$ cat config.mk
export PLATFORM = sky130hd
export DESIGN_NAME = frma_ram
export DESIGN_NICKNAME = d
export VERILOG_FILES = /design/src/design/frma_ram.sv
export SDC_FILE = /design/constraint.sdc
export NUM_CORES = 1
export LEC_CHECK = 0
export BUFFER_PORTS_ARGS = -buffer_cell sky130_fd_sc_hd__buf_2
export CAP_MARGIN = 20
export CORE_MARGIN = 10
export CORE_UTILIZATION = 55
export CTS_BUF_LIST = sky130_fd_sc_hd__clkbuf_8
export DETAILED_ROUTE_END_ITERATION = 10
export GPL_ROUTABILITY_DRIVEN = 0
export HOLD_SLACK_MARGIN = 0.06
export PLACE_DENSITY = 0.71
export SLEW_MARGIN = 30
export SYNTH_ARGS = -nofsm -noshare
export SYNTH_HDL_FRONTEND = slang
export SYNTH_SLANG_ARGS = --single-unit
$ cat constraint.sdc
create_clock -name clk -period 6.6 [get_ports clk]
set_clock_uncertainty 0.1 [all_clocks]
set_input_delay 1.32 -clock clk [delete_from_list [all_inputs] [get_ports clk]]
set_output_delay 1.32 -clock clk [all_outputs]
set_load 0.005 [all_outputs]
$ cat src/design/frma_ram.sv
// Generic single-port RAM with registered read data.
`timescale 1ns / 1ps

module frma_ram #(
    parameter int WIDTH = 8,
    parameter int DEPTH = 32
) (
    input  logic                                     clk,
    input  logic                                     we,
    input  logic [((DEPTH > 1) ? $clog2(DEPTH) : 1)-1:0] addr,
    input  logic [WIDTH-1:0]                         wdata,
    output logic [WIDTH-1:0]                         rdata
);

    logic [WIDTH-1:0] mem [DEPTH];
    logic [WIDTH-1:0] rdata_reg;

    always_ff @(posedge clk)
    begin
        if (we)
        begin
            mem[addr] <= wdata;
        end
        rdata_reg <= mem[addr];
    end

    assign rdata = rdata_reg;

endmodule

==> impl_results.md <==
* CTS root buf: clkbuf_8
* Vias in the first global route at 5,424
* Period utilisation layout at 51.72%
* TNS Setup at 0 ns
* Worst-margin pin slew at 0.8775 ns
* Area Overhead vs Synth at 10.29%
* Max-cap viol count at 0
* Core area at 18,090 µm²
* Warnings, synthesis at 0
* Antenna fix cells at 0
* Final Max Slew Viols at 0
* Crit path largest cell delay at 0.62 ns
* Minimum clock period at 3.413 ns
* CTS Buf Count at 42
* IO buf count at 22
* Initial Util at 56.43%
* Setup Crit Path Kind: input port to flop
* Total global-route track usage at 17.87%
* Startpoint Class: input port
* TritonCTS Sinks at 264
* Mean area per synthesized cell at 17.72 µm²
* Worst EP required at 6.87 ns
* Max reg flops at 256
* Register area share after synthesis at 76.89%
* Setup bufs post-CTS at 0
* Initial antenna violation count at 0
* Number of fill cells at 1,292
* Number of synthesized register bits at 264
* CTS tree: built
* LEAKAGE at 3.926 nW
* Critical Path AT at 3.69 ns
* Critical Path, Cell by Cell: buf_6, buf_4, mux2i_1, o22ai_1, nor4_1, nand2_1
* Ports at 23
* Endpoints failing hold at 0
* Final wirelength at 21.88 mm
* Clock transition at path regs at 0.06 ns
* CP endpoint kind: flop
* Pwr dens at 294.3 nW/µm²
* Global-route met1 utilization at 23.83%
* HPWL reported at the end of detailed placement at 13.18 mm
* Die width at 156.2 µm
* Routed WL per cell at 25.15 µm
* HP Class: flop to flop
* Synth cell types at 24
* Final Setup Violations at 0
* Critical-path top delay cell: buf_6
* Die Y at 156.2 µm
* Fmax at 293.0 MHz
* Share of layout cells above drive strength 1 at 13.88%
* CTS max path bufs at 3
* Syn nets at 591
* CTS H-Tree Depth at 2
* Status: completed
* Overflow left after global routing at 0
* # resized after CTS at 0
* Worst Path Max Fanout at 72
* Vias per cell at 6.147
* Busiest grt layer: met2
* Mapped Area at 10,210 µm²
* Unrepaired setup endpoints after global routing: no
* CTS Hold Bufs at 0
* Largest net degree at the start of global routing at 73
* Nets at 624
* Drc violations at 0
* Full die area at 24,400 µm²
* ANT nets after route at 0
* Core Util, Final at 62.23%
* First-pass GRT wire length at 32.57 mm
* Max VDD drop at 0.0001730 V
* Met3 Track Usage GR at 4.084%
* Row Count at 49
* Met2 usage at 27.90%
* Vias at 5,348
* Mapped Cells at 576
* Pre-Repair DR Iteration Count at 5
* Relative slew margins at 41.50%
* 1st-iter DRT viols at 619
* Clock Latency Late Sink at 0.54 ns
-- routing by layer --
metal | wire length (µm) | part of all wire (%) | vias to the layer above
met4 | 735 | 3.4 | 0
met2 | 10440 | 48 | 239
met5 | 0 | 0 | -
li1 | - | - | 2396
met3 | 1747 | 8.0 | 42
met1 | 8961 | 41 | 2671
-- path summary, 6_finish.rpt --
path              start  endpoint  slack [ns]  cells past startpoint
max             addr[1]  rdata[1]        3.19                      6
min           mem[4][6]  rdata[6]        0.57                      4
max reg2reg  mem[10][1]  rdata[1]        4.96                      4
min reg2reg   mem[4][6]  rdata[6]        0.57                      4
-- report_power, final --
part / switching, W / internal [W]
Combinational: 0.000110 / 0.0000498
Sequential: 0.00000772 / 0.00187
Clock: 0.000599 / 0.000681
Total: 0.000716 / 0.00260
-- layout by cell type (no fill, tap or decap) --
cell and n:
mux2i_1 128, nand4bb_1 5, nand3_1 2, clkinvlp_4 1
or4_1 1, edfxtp_1 256, nand4_1 1, o22ai_1 63
o22ai_2 1, or3_1 1, buf_4 2, dfxtp_1 8
clkinv_1 6, buf_6 1, nor2_1 29, or4b_1 4
or4bb_1 1, clkbuf_8 46, inv_1 13, buf_2 21
nor4_1 16, nand4b_1 4, nand3b_1 4, nor3_2 4
bufinv_16 1, or3b_2 3, nand2_1 10, clkinv_2 9
-- stage by stage --
stage	total power (W)	instance area [µm²]	setup WS (ns)	hold slack, ns	instances
after floorplan	0.001994	10210	3.352	0.4721	576
after global placement	0.002062	10450	2.723	0.5560	794
after detailed placement	0.002067	10460	2.560	0.5705	794
after CTS	0.003333	11250	3.132	0.5728	870
after global routing	0.003427	11260	3.126	0.6244	870
final	0.003313	11260	3.187	0.5746	870
-- critical path: cells and delay by family --
family,cells,cell delay [ns]
buffers and inverters,2,1.24
and+or+nand+nor,2,0.73
muxes,1,0.25
AOI/OAI and AO/OA,1,0.12
-- final cells by class --
type | instances | area (µm²) | area share [%]
Clock buffer | 46 | 633.1 | 5.625
Clock inverter | 30 | 153.9 | 1.367
Sequential cell | 264 | 7848 | 69.72
Timing Repair Buffer | 24 | 131.4 | 1.167
Tap cell | 229 | 286.5 | 2.546
Multi-Input combinational cell | 277 | 2203 | 19.58
-- cells in the mapped netlist --
library cell | count | area share, %
edfxtp_1 | 256 | 75
mux2i_1 | 128 | 13
o22ai_1 | 63 | 3.9
nor2_1 | 29 | 1.1
buf_2 | 22 | 1.1
nor4_1 | 16 | 0.98
nand2_1 | 10 | 0.37
clkbuf_1 | 8 | 0.29
dfxtp_1 | 8 | 1.6
nand4bb_1 | 5 | 0.55
nand3b_1 | 4 | 0.29
nand4b_1 | 4 | 0.34
nor3_1 | 4 | 0.20
or4b_1 | 4 | 0.39
or3b_2 | 3 | 0.26
buf_1 | 2 | 0.074
buf_6 | 2 | 0.22
nand3_1 | 2 | 0.098
clkbuf_2 | 1 | 0.049
nand4_1 | 1 | 0.061
o22ai_2 | 1 | 0.12
or3_1 | 1 | 0.061
or4_1 | 1 | 0.074
or4bb_1 | 1 | 0.11
-- logic make-up after synthesis --
logic type,share of synthesized area [%]
and+or+nand+nor,4.855
AOI/OAI and AO/OA,3.984
muxes,12.55
buffers and inverters,1.716
DFF,76.89
(Power assumes the default switching activity.)
