--- src/design/frma_pkg.sv ---
// Package of shared constants and types for the frame rate moving average.
`timescale 1ns / 1ps

package frma_pkg;

    // Number of entries in the rate ring.
    localparam int RING_DEPTH = 32;

    localparam int PTR_W     = (RING_DEPTH > 1) ? $clog2(RING_DEPTH) : 1;
    localparam int RATE_W    = 10;
    localparam int FT_W      = 16;
    localparam int THR_W     = 16;
    localparam int CATCH_W   = 6;
    localparam int RATE_MAX  = 1000;
    localparam int RATE_FAST = 500;
    localparam int SUM_MAX   = RATE_MAX * RING_DEPTH;
    localparam int SUM_W     = $clog2(SUM_MAX + 1);
    localparam int DIV_W     = (SUM_W > FT_W) ? SUM_W : FT_W;
    localparam int CNT_W     = (CATCH_W > PTR_W + 1) ? CATCH_W : PTR_W + 1;

    // Configuration port.
    localparam int CFG_IDX_W  = 1;
    localparam int CFG_DATA_W = 16;

    localparam logic [CFG_IDX_W-1:0] CFG_DIFF_THRESHOLD = 1'b0;
    localparam logic [CFG_IDX_W-1:0] CFG_CATCHUP_COUNT  = 1'b1;

    localparam logic [THR_W-1:0]   THR_RESET   = 16'd10;
    localparam logic [CATCH_W-1:0] CATCH_RESET = 6'd4;

    // Request to and response from the shared divider.
    typedef struct packed {
        logic             start;
        logic [DIV_W-1:0] dividend;
        logic [DIV_W-1:0] divisor;
    } div_req_t;

    typedef struct packed {
        logic             done;
        logic [DIV_W-1:0] quotient;
    } div_rsp_t;

endpackage

--- src/design/frma_div.sv ---
// Shared restoring divider, one quotient bit per cycle.
`timescale 1ns / 1ps

module frma_div import frma_pkg::*; (
    input  logic     clk,
    input  logic     rst_n,
    input  div_req_t req,
    output div_rsp_t rsp
);

    localparam int STEP_W = $clog2(DIV_W + 1);

    logic [DIV_W-1:0]  rem_reg, rem_next;
    logic [DIV_W-1:0]  quo_reg, quo_next;
    logic [DIV_W-1:0]  dvs_reg, dvs_next;
    logic [STEP_W-1:0] step_reg, step_next;
    logic              busy_reg, busy_next;
    logic              done_reg, done_next;
    logic [DIV_W:0]    shifted;
    logic [DIV_W:0]    trial;

    assign shifted = {rem_reg, quo_reg[DIV_W-1]};
    assign trial   = shifted - {1'b0, dvs_reg};

    always_comb
    begin
        rem_next  = rem_reg;
        quo_next  = quo_reg;
        dvs_next  = dvs_reg;
        step_next = step_reg;
        busy_next = busy_reg;
        done_next = 1'b0;
        if (busy_reg)
        begin
            if (trial[DIV_W])
            begin
                rem_next = shifted[DIV_W-1:0];
                quo_next = {quo_reg[DIV_W-2:0], 1'b0};
            end
            else
            begin
                rem_next = trial[DIV_W-1:0];
                quo_next = {quo_reg[DIV_W-2:0], 1'b1};
            end
            step_next = step_reg - STEP_W'(1);
            if (step_reg == STEP_W'(1))
            begin
                busy_next = 1'b0;
                done_next = 1'b1;
            end
        end
        else if (req.start)
        begin
            rem_next  = '0;
            quo_next  = req.dividend;
            dvs_next  = req.divisor;
            step_next = STEP_W'(DIV_W);
            busy_next = 1'b1;
        end
    end

    always_ff @(posedge clk or negedge rst_n)
    begin
        if (!rst_n)
        begin
            rem_reg  <= '0;
            quo_reg  <= '0;
            dvs_reg  <= '0;
            step_reg <= '0;
            busy_reg <= 1'b0;
            done_reg <= 1'b0;
        end
        else
        begin
            rem_reg  <= rem_next;
            quo_reg  <= quo_next;
            dvs_reg  <= dvs_next;
            step_reg <= step_next;
            busy_reg <= busy_next;
            done_reg <= done_next;
        end
    end

    assign rsp.done     = done_reg;
    assign rsp.quotient = quo_reg;

endmodule

--- config.mk ---
export PLATFORM = sky130hd
export DESIGN_NAME = frma_div
export DESIGN_NICKNAME = d
export VERILOG_FILES = /design/src/design/frma_pkg.sv /design/src/design/frma_div.sv
export SDC_FILE = /design/constraint.sdc
export NUM_CORES = 1
export LEC_CHECK = 0
export ABC_AREA = 1
export BUFFER_PORTS_ARGS = -buffer_cell sky130_fd_sc_hd__buf_2
export CORE_MARGIN = 2
export CORE_UTILIZATION = 52
export DETAILED_ROUTE_END_ITERATION = 12
export GPL_TIMING_DRIVEN = 0
export PLACE_DENSITY = 0.74
export SYNTH_ARGS = -nofsm -noshare
export SYNTH_HDL_FRONTEND = slang
export SYNTH_SLANG_ARGS = --single-unit
--- constraint.sdc ---
create_clock -name clk -period 3.7 [get_ports clk]
set_input_delay 0.555 -clock clk [delete_from_list [all_inputs] [get_ports clk]]
set_output_delay 0.555 -clock clk [all_outputs]
set_load 0.02 [all_outputs]
==> results.toml, run 1 <==
[synthesis]
synth_cells = 489
synthMuxAreaShare = 0
synth_top_family_by_area = "simple AND/OR/NAND/NOR gates"
yosysSeqAreaShare = 0.398
synth_compound_area_frac = 0.0795
synthSimpleGateAreaFrac = 0.319
yosysTopAreaCellShare = 0.398
yosys.area_share.adder = 0.0708
synth-xor-area-share = 0.0177
synth_nets = 543
avgSynthCellArea_sq_um = 7.08
synth_area_sq_mm = 0.00346
yosysTopAreaCell = "dfrtp_1"
ys_seq_elements = 55
synth.area.top_cells = "dfrtp_1, nand2_1, inv_1, ha_1, nand3_1"
yosysWarnings = 0
synth_cell_types = 29

[die]
die-area_sq_mm = 0.00733
initial_core_util = 0.542
core-area_sq_mm = 0.00639
rows = 29
die-height_microns = 85.6
dieWidth_microns = 85.6
ios = 52

[clock_tree]
htree_levels = 2
hold_buffers = 0
clockBufferDepth = 2
clock_sinks = 55
post_cts_resized = 0
clk_pin_slew_ns = 0.10
cts_buffers = 5
post_cts_buffers = 0
worstSkewPairLatency_ns = 0.31
cts_tree = "done"
root_buffer = "clkbuf_8"

[global_routing]
antenna_found_initial = 0
grt_pass1_wl_microns = 13700
grt_max_degree = 56
grt_use_total = 0.232
grt_pass1_vias = 2960
grt-ovfl-total = 0

[routing]
wirelength_microns = 7850
vias_per_cell = 4.94
drtIter0Drc = 190
via_count = 3088
drt_pass1_iterations = 4
wl_per_cell_microns = 12.6
drc = 0
final_antenna_net_count = 0

[sta]
hold_viol = 0
tightest_slew_ns = 0.696
setup_viol = 0
period_minus_slack_ns = 2.39
fin_crit_sh = 0.646
rsz0062_at_grt = "no"
slew_headroom = 0.536
fin_skew_ns = 0.00869
drv_slew = 0
tns_ns = 0
max_freq_mhz = 418

[cells_and_area]
drive_above_1_share = 0.148
area_growth_syn_to_layout_pct = 12.8
n_antenna_cell = 0
nFillCells = 607
final_cell_area_sq_mm = 0.00390
num-nets-final = 601

[place]
place_congestion = 0.903
numPortBuffers = 51
dpl.hpwl_microns = 5920
place_area_sq_mm = 0.00381

[critical_path]
cp.buffers_inverters = 3
start_kind = "flip-flop"
worst_path_most_repeated_cell = "nand2_1"
path_delay_family = "simple AND/OR/NAND/NOR gates"
worstPathArrival_ns = 2.60
path_cells = "inv_1, ha_1, inv_1, fa_1, nand2_1, nand2_1, nand3_1, nand2_2, nand2_2, nand3_2, nand2_4, buf_8, nand2_1, nand3_1, nand2_1"
critPathSlowestCell = "fa_1"
path_max_fanout = 10
cp.required_ns = 3.91
critPathKind = "reg -> reg"
crit_path_end_kind = "flip-flop"
crit_path_max_incr_delay_ns = 0.40

[job]
cap_violations = 0

[worst_hold_path]
hold_path.class = "in -> async"

[outcome]
status = "finished clean"
[per-layer routing]
metal	GRT usage	vias up	wire length [microns]
met2	0.371	76	3560
li1	-	1619	-
met3	0.0327	7	353
met5	0	-	0
met4	0.0635	0	67
met1	0.332	1386	3870
[cell usage after synthesis]
cell type / count
nand3_1: 28
fa_1: 1
nand2_2: 7
nand2_4: 2
buf_6: 1
xor2_1: 1
nand3b_1: 5
clkbuf_1: 8
a21oi_2: 1
nor2_1: 12
o221ai_1: 6
nand3_2: 3
xnor2_1: 6
o21ai_0: 23
a22oi_1: 2
or2_1: 1
ha_1: 18
inv_1: 83
nor3_2: 1
buf_8: 1
nor3_1: 3
nand2_1: 201
dfrtp_1: 55
buf_2: 4
o22ai_1: 1
buf_4: 1
a21oi_1: 8
inv_2: 1
o211ai_1: 5
[kinds of logic after synthesis]
group,after synthesis
XOR/XNOR,7
flip-flops,55
AO/OA/AOI/OAI,46
AND/OR/NAND/NOR,263
adder cells (fa/ha/maj),19
buffers and inverters,99
[per-stage QoR]
| stage | worst slack (ns) | hold slack (ns) | instances | utilization |
|---|---|---|---|---|
| after floorplan | 1.54 | 0.259 | 489 | - |
| after CTS | 1.29 | 0.430 | 625 | 0.611 |
| final | 1.31 | 0.275 | 625 | 0.611 |
| after detailed placement | 1.31 | 0.473 | 617 | 0.597 |
| after global placement | 1.37 | 0.462 | 617 | 0.597 |
| after global routing | 1.04 | 0.339 | 625 | 0.611 |
[cell type report]
class / instances / area [sq um] / area share
multi-input cells: 335 / 1690 / 0.432
flip-flops and latches: 55 / 1380 / 0.353
inverters: 84 / 315 / 0.0808
repair buffers: 51 / 258 / 0.0660
well taps: 77 / 96.3 / 0.0247
plain buffers: 15 / 83.8 / 0.0215
clock buffers: 5 / 68.8 / 0.0176
clock inverters: 3 / 18.8 / 0.00481
[cell usage in the layout, fill, tap and decap left out, types with 7 or more instances in the layout]
| master | Yosys | layout |
|---|---|---|
| buf_2 | 4 | 54 |
| inv_1 | 83 | 83 |
| clkbuf_1 | 8 | 8 |
| nand2_1 | 201 | 201 |
| o21ai_0 | 23 | 23 |
| nand3_1 | 28 | 28 |
| ha_1 | 18 | 18 |
| nand2_2 | 7 | 7 |
| nor2_1 | 12 | 12 |
| a21oi_1 | 8 | 8 |
| dfrtp_1 | 55 | 55 |
[path summary, 6_finish.rpt]
kind	startpoint	end	slack, ns	cells past startpoint
hold reg to reg	step_reg[4]	step_reg[4]	0.49	1
setup / recovery	quo_reg[15]	rem_reg[10]	1.31	15
min in group clk	req[29]	quo_reg[13]	0.44	3
hold / removal	rst_n	rem_reg[11]	0.27	1
max in group asynchronous	rst_n	step_reg[0]	2.96	1
setup reg to reg	quo_reg[15]	rem_reg[10]	1.31	15
Power of run 1 is left out: the tool's default activity adds up to more than one toggle a clock period on the data nets, which glitch-free logic cannot reach.
==> inputs of run 2 (changes only) <==
--- a/config.mk
+++ b/config.mk
@@ -11,7 +11,7 @@
 export CORE_UTILIZATION = 52
 export DETAILED_ROUTE_END_ITERATION = 12
 export GPL_TIMING_DRIVEN = 0
-export PLACE_DENSITY = 0.74
+export PLACE_DENSITY = 0.77
 export SYNTH_ARGS = -nofsm -noshare
 export SYNTH_HDL_FRONTEND = slang
 export SYNTH_SLANG_ARGS = --single-unit
==> constraint.sdc (replaced) <==
create_clock -name clk -period 1.9 [get_ports clk]
set_input_delay 0.285 -clock clk [delete_from_list [all_inputs] [get_ports clk]]
set_output_delay 0.285 -clock clk [all_outputs]
set_load 0.02 [all_outputs]
==> results.toml, run 2 (synthesis gave the netlist of run 1 again) <==
[routing]
final_antenna_net_count = 0
wl_per_cell_microns = 13.5
drt_pass1_iterations = 7
drtIter0Drc = 195
vias_per_cell = 5.15
wirelength_microns = 8630
via_count = 3293
drc = 0

[critical_path]
crit_path_end_kind = "flip-flop"
cp.required_ns = 2.11
worstPathArrival_ns = 2.30
path_max_fanout = 5
start_kind = "flip-flop"
critPathKind = "reg -> reg"

[cells_and_area]
drive_above_1_share = 0.217
fin_util = 0.660
n_antenna_cell = 0
nFillCells = 533
num-nets-final = 615
seqCellArea_sq_mm = 0.00138
mostFrequentLayoutCells = "nand2_1, inv_1, buf_2, dfrtp_1, o21ai_0"
fin_cells = 639
area_growth_syn_to_layout_pct = 21.8
multi_input_area_sq_mm = 0.00186
final_common_cell = "nand2_1"

[sta]
fin_crit_sh = 1.10
slew_headroom = 0.531
worst_slack_ns = -0.187
fin_skew_ns = 0.0169
tns_ns = -2.57
drv_slew = 0
max_freq_mhz = 479
period_minus_slack_ns = 2.09
setup_viol = 17
hold_viol = 0
rsz0062_at_grt = "yes"
tightest_slew_ns = 0.703

[clock_tree]
clock_sinks = 55
root_buffer = "clkbuf_8"
clk_pin_slew_ns = 0.11
cts_tree = "done"
htree_levels = 2
cts_buffers = 5
clockBufferDepth = 2
worstSkewPairLatency_ns = 0.32

[place]
dpl.hpwl_microns = 5940
placedCellCount = 617
dp_slack_ns = -0.331
place_congestion = 0.961
numPortBuffers = 51

[die]
initial_core_util = 0.542
core-area_sq_mm = 0.00639
dieWidth_microns = 85.6
rows = 29
die-area_sq_mm = 0.00733
ios = 52
die-height_microns = 85.6

[outcome]
status = "complete, but fails checks"
failed_checks = "setup timing"

[job]
cap_violations = 0

[global_routing]
grt-ovfl-total = 0
grt_use_total = 0.240
grt_pass1_wl_microns = 14200
grt_max_degree = 56
grt_pass1_vias = 3137
antenna_found_initial = 0

[worst_hold_path]
hold_path.class = "in -> async"
## run 2: cell count changes in the layout (fill, tap and decap cells not counted), moves of 2 or more
cell     change
nand2_2      +9
nand3_4      +2
inv_1        -2
nand3_1      -6
ha_1         -5
ha_4         +5
inv_2        +2
buf_6        +2
buf_4       +11
nand3_2      +4
nand2_1     -11
## run 2: stage by stage
step | hold WS, ns | cell area [sq um]
global placement | 0.465 | 3840
CTS | 0.166 | 4180
floorplan | -0.0106 | 3490
finish | 0.0106 | 4220
global route | 0.0780 | 4220
detailed placement | 0.478 | 3840
## run 2: routing by layer
| layer | part of all wire | up-vias | track usage | routed length [microns] |
|---|---|---|---|---|
| met5 | 0 | - | 0 | 0 |
| met4 | 0.016 | 0 | 0.0736 | 141 |
| met3 | 0.041 | 14 | 0.0241 | 350 |
| met2 | 0.49 | 84 | 0.408 | 4250 |
| met1 | 0.45 | 1544 | 0.325 | 3890 |
| li1 | - | 1651 | - | - |
## run 2: critical path, stage by stage, from the launching register on
cell     delay (ns)
dfrtp_2        0.43
inv_2          0.08
ha_4           0.13
inv_2          0.04
fa_2           0.34
nand2_2        0.07
nand2_2        0.06
nand3_2        0.07
nand2_2        0.08
nand2_4        0.10
nand2_4        0.06
nand2_4        0.09
nand2_8        0.09
buf_6          0.13
nand2_1        0.04
nand2_1        0.04
nand2_1        0.06
nand2_1        0.05
## run 2: cell type report
class,count,share of cell area
multi-input cells,335,0.440
flip-flops and latches,55,0.327
repair buffers,65,0.0926
inverters,84,0.0748
well taps,77,0.0228
plain buffers,15,0.0202
clock buffers,6,0.0196
clock inverters,2,0.00326
## run 2: final timing paths
check / from / endpoint / slack (ns) / cells after the start
worst max-delay path: quo_reg[15] / rem_reg[14] / -0.19 / 17
worst min-delay path: rst_n / dvs_reg[3] / 0.01 / 1
worst max register to register: quo_reg[15] / rem_reg[14] / -0.19 / 17
worst min register to register: step_reg[4] / step_reg[4] / 0.49 / 1
max in group asynchronous: rst_n / quo_reg[15] / 1.41 / 1
min in group clk: req[29] / quo_reg[13] / 0.16 / 3
## run 2: timing repair
item                                    CTS  global route
cloned                                    2             0
pin swaps                                10             4
endpoints found under the setup margin   17            27
hold buffers                              0             0
setup buffers                            10             2
resized for setup                        24             8
Power of run 2 is left out for the same reason.
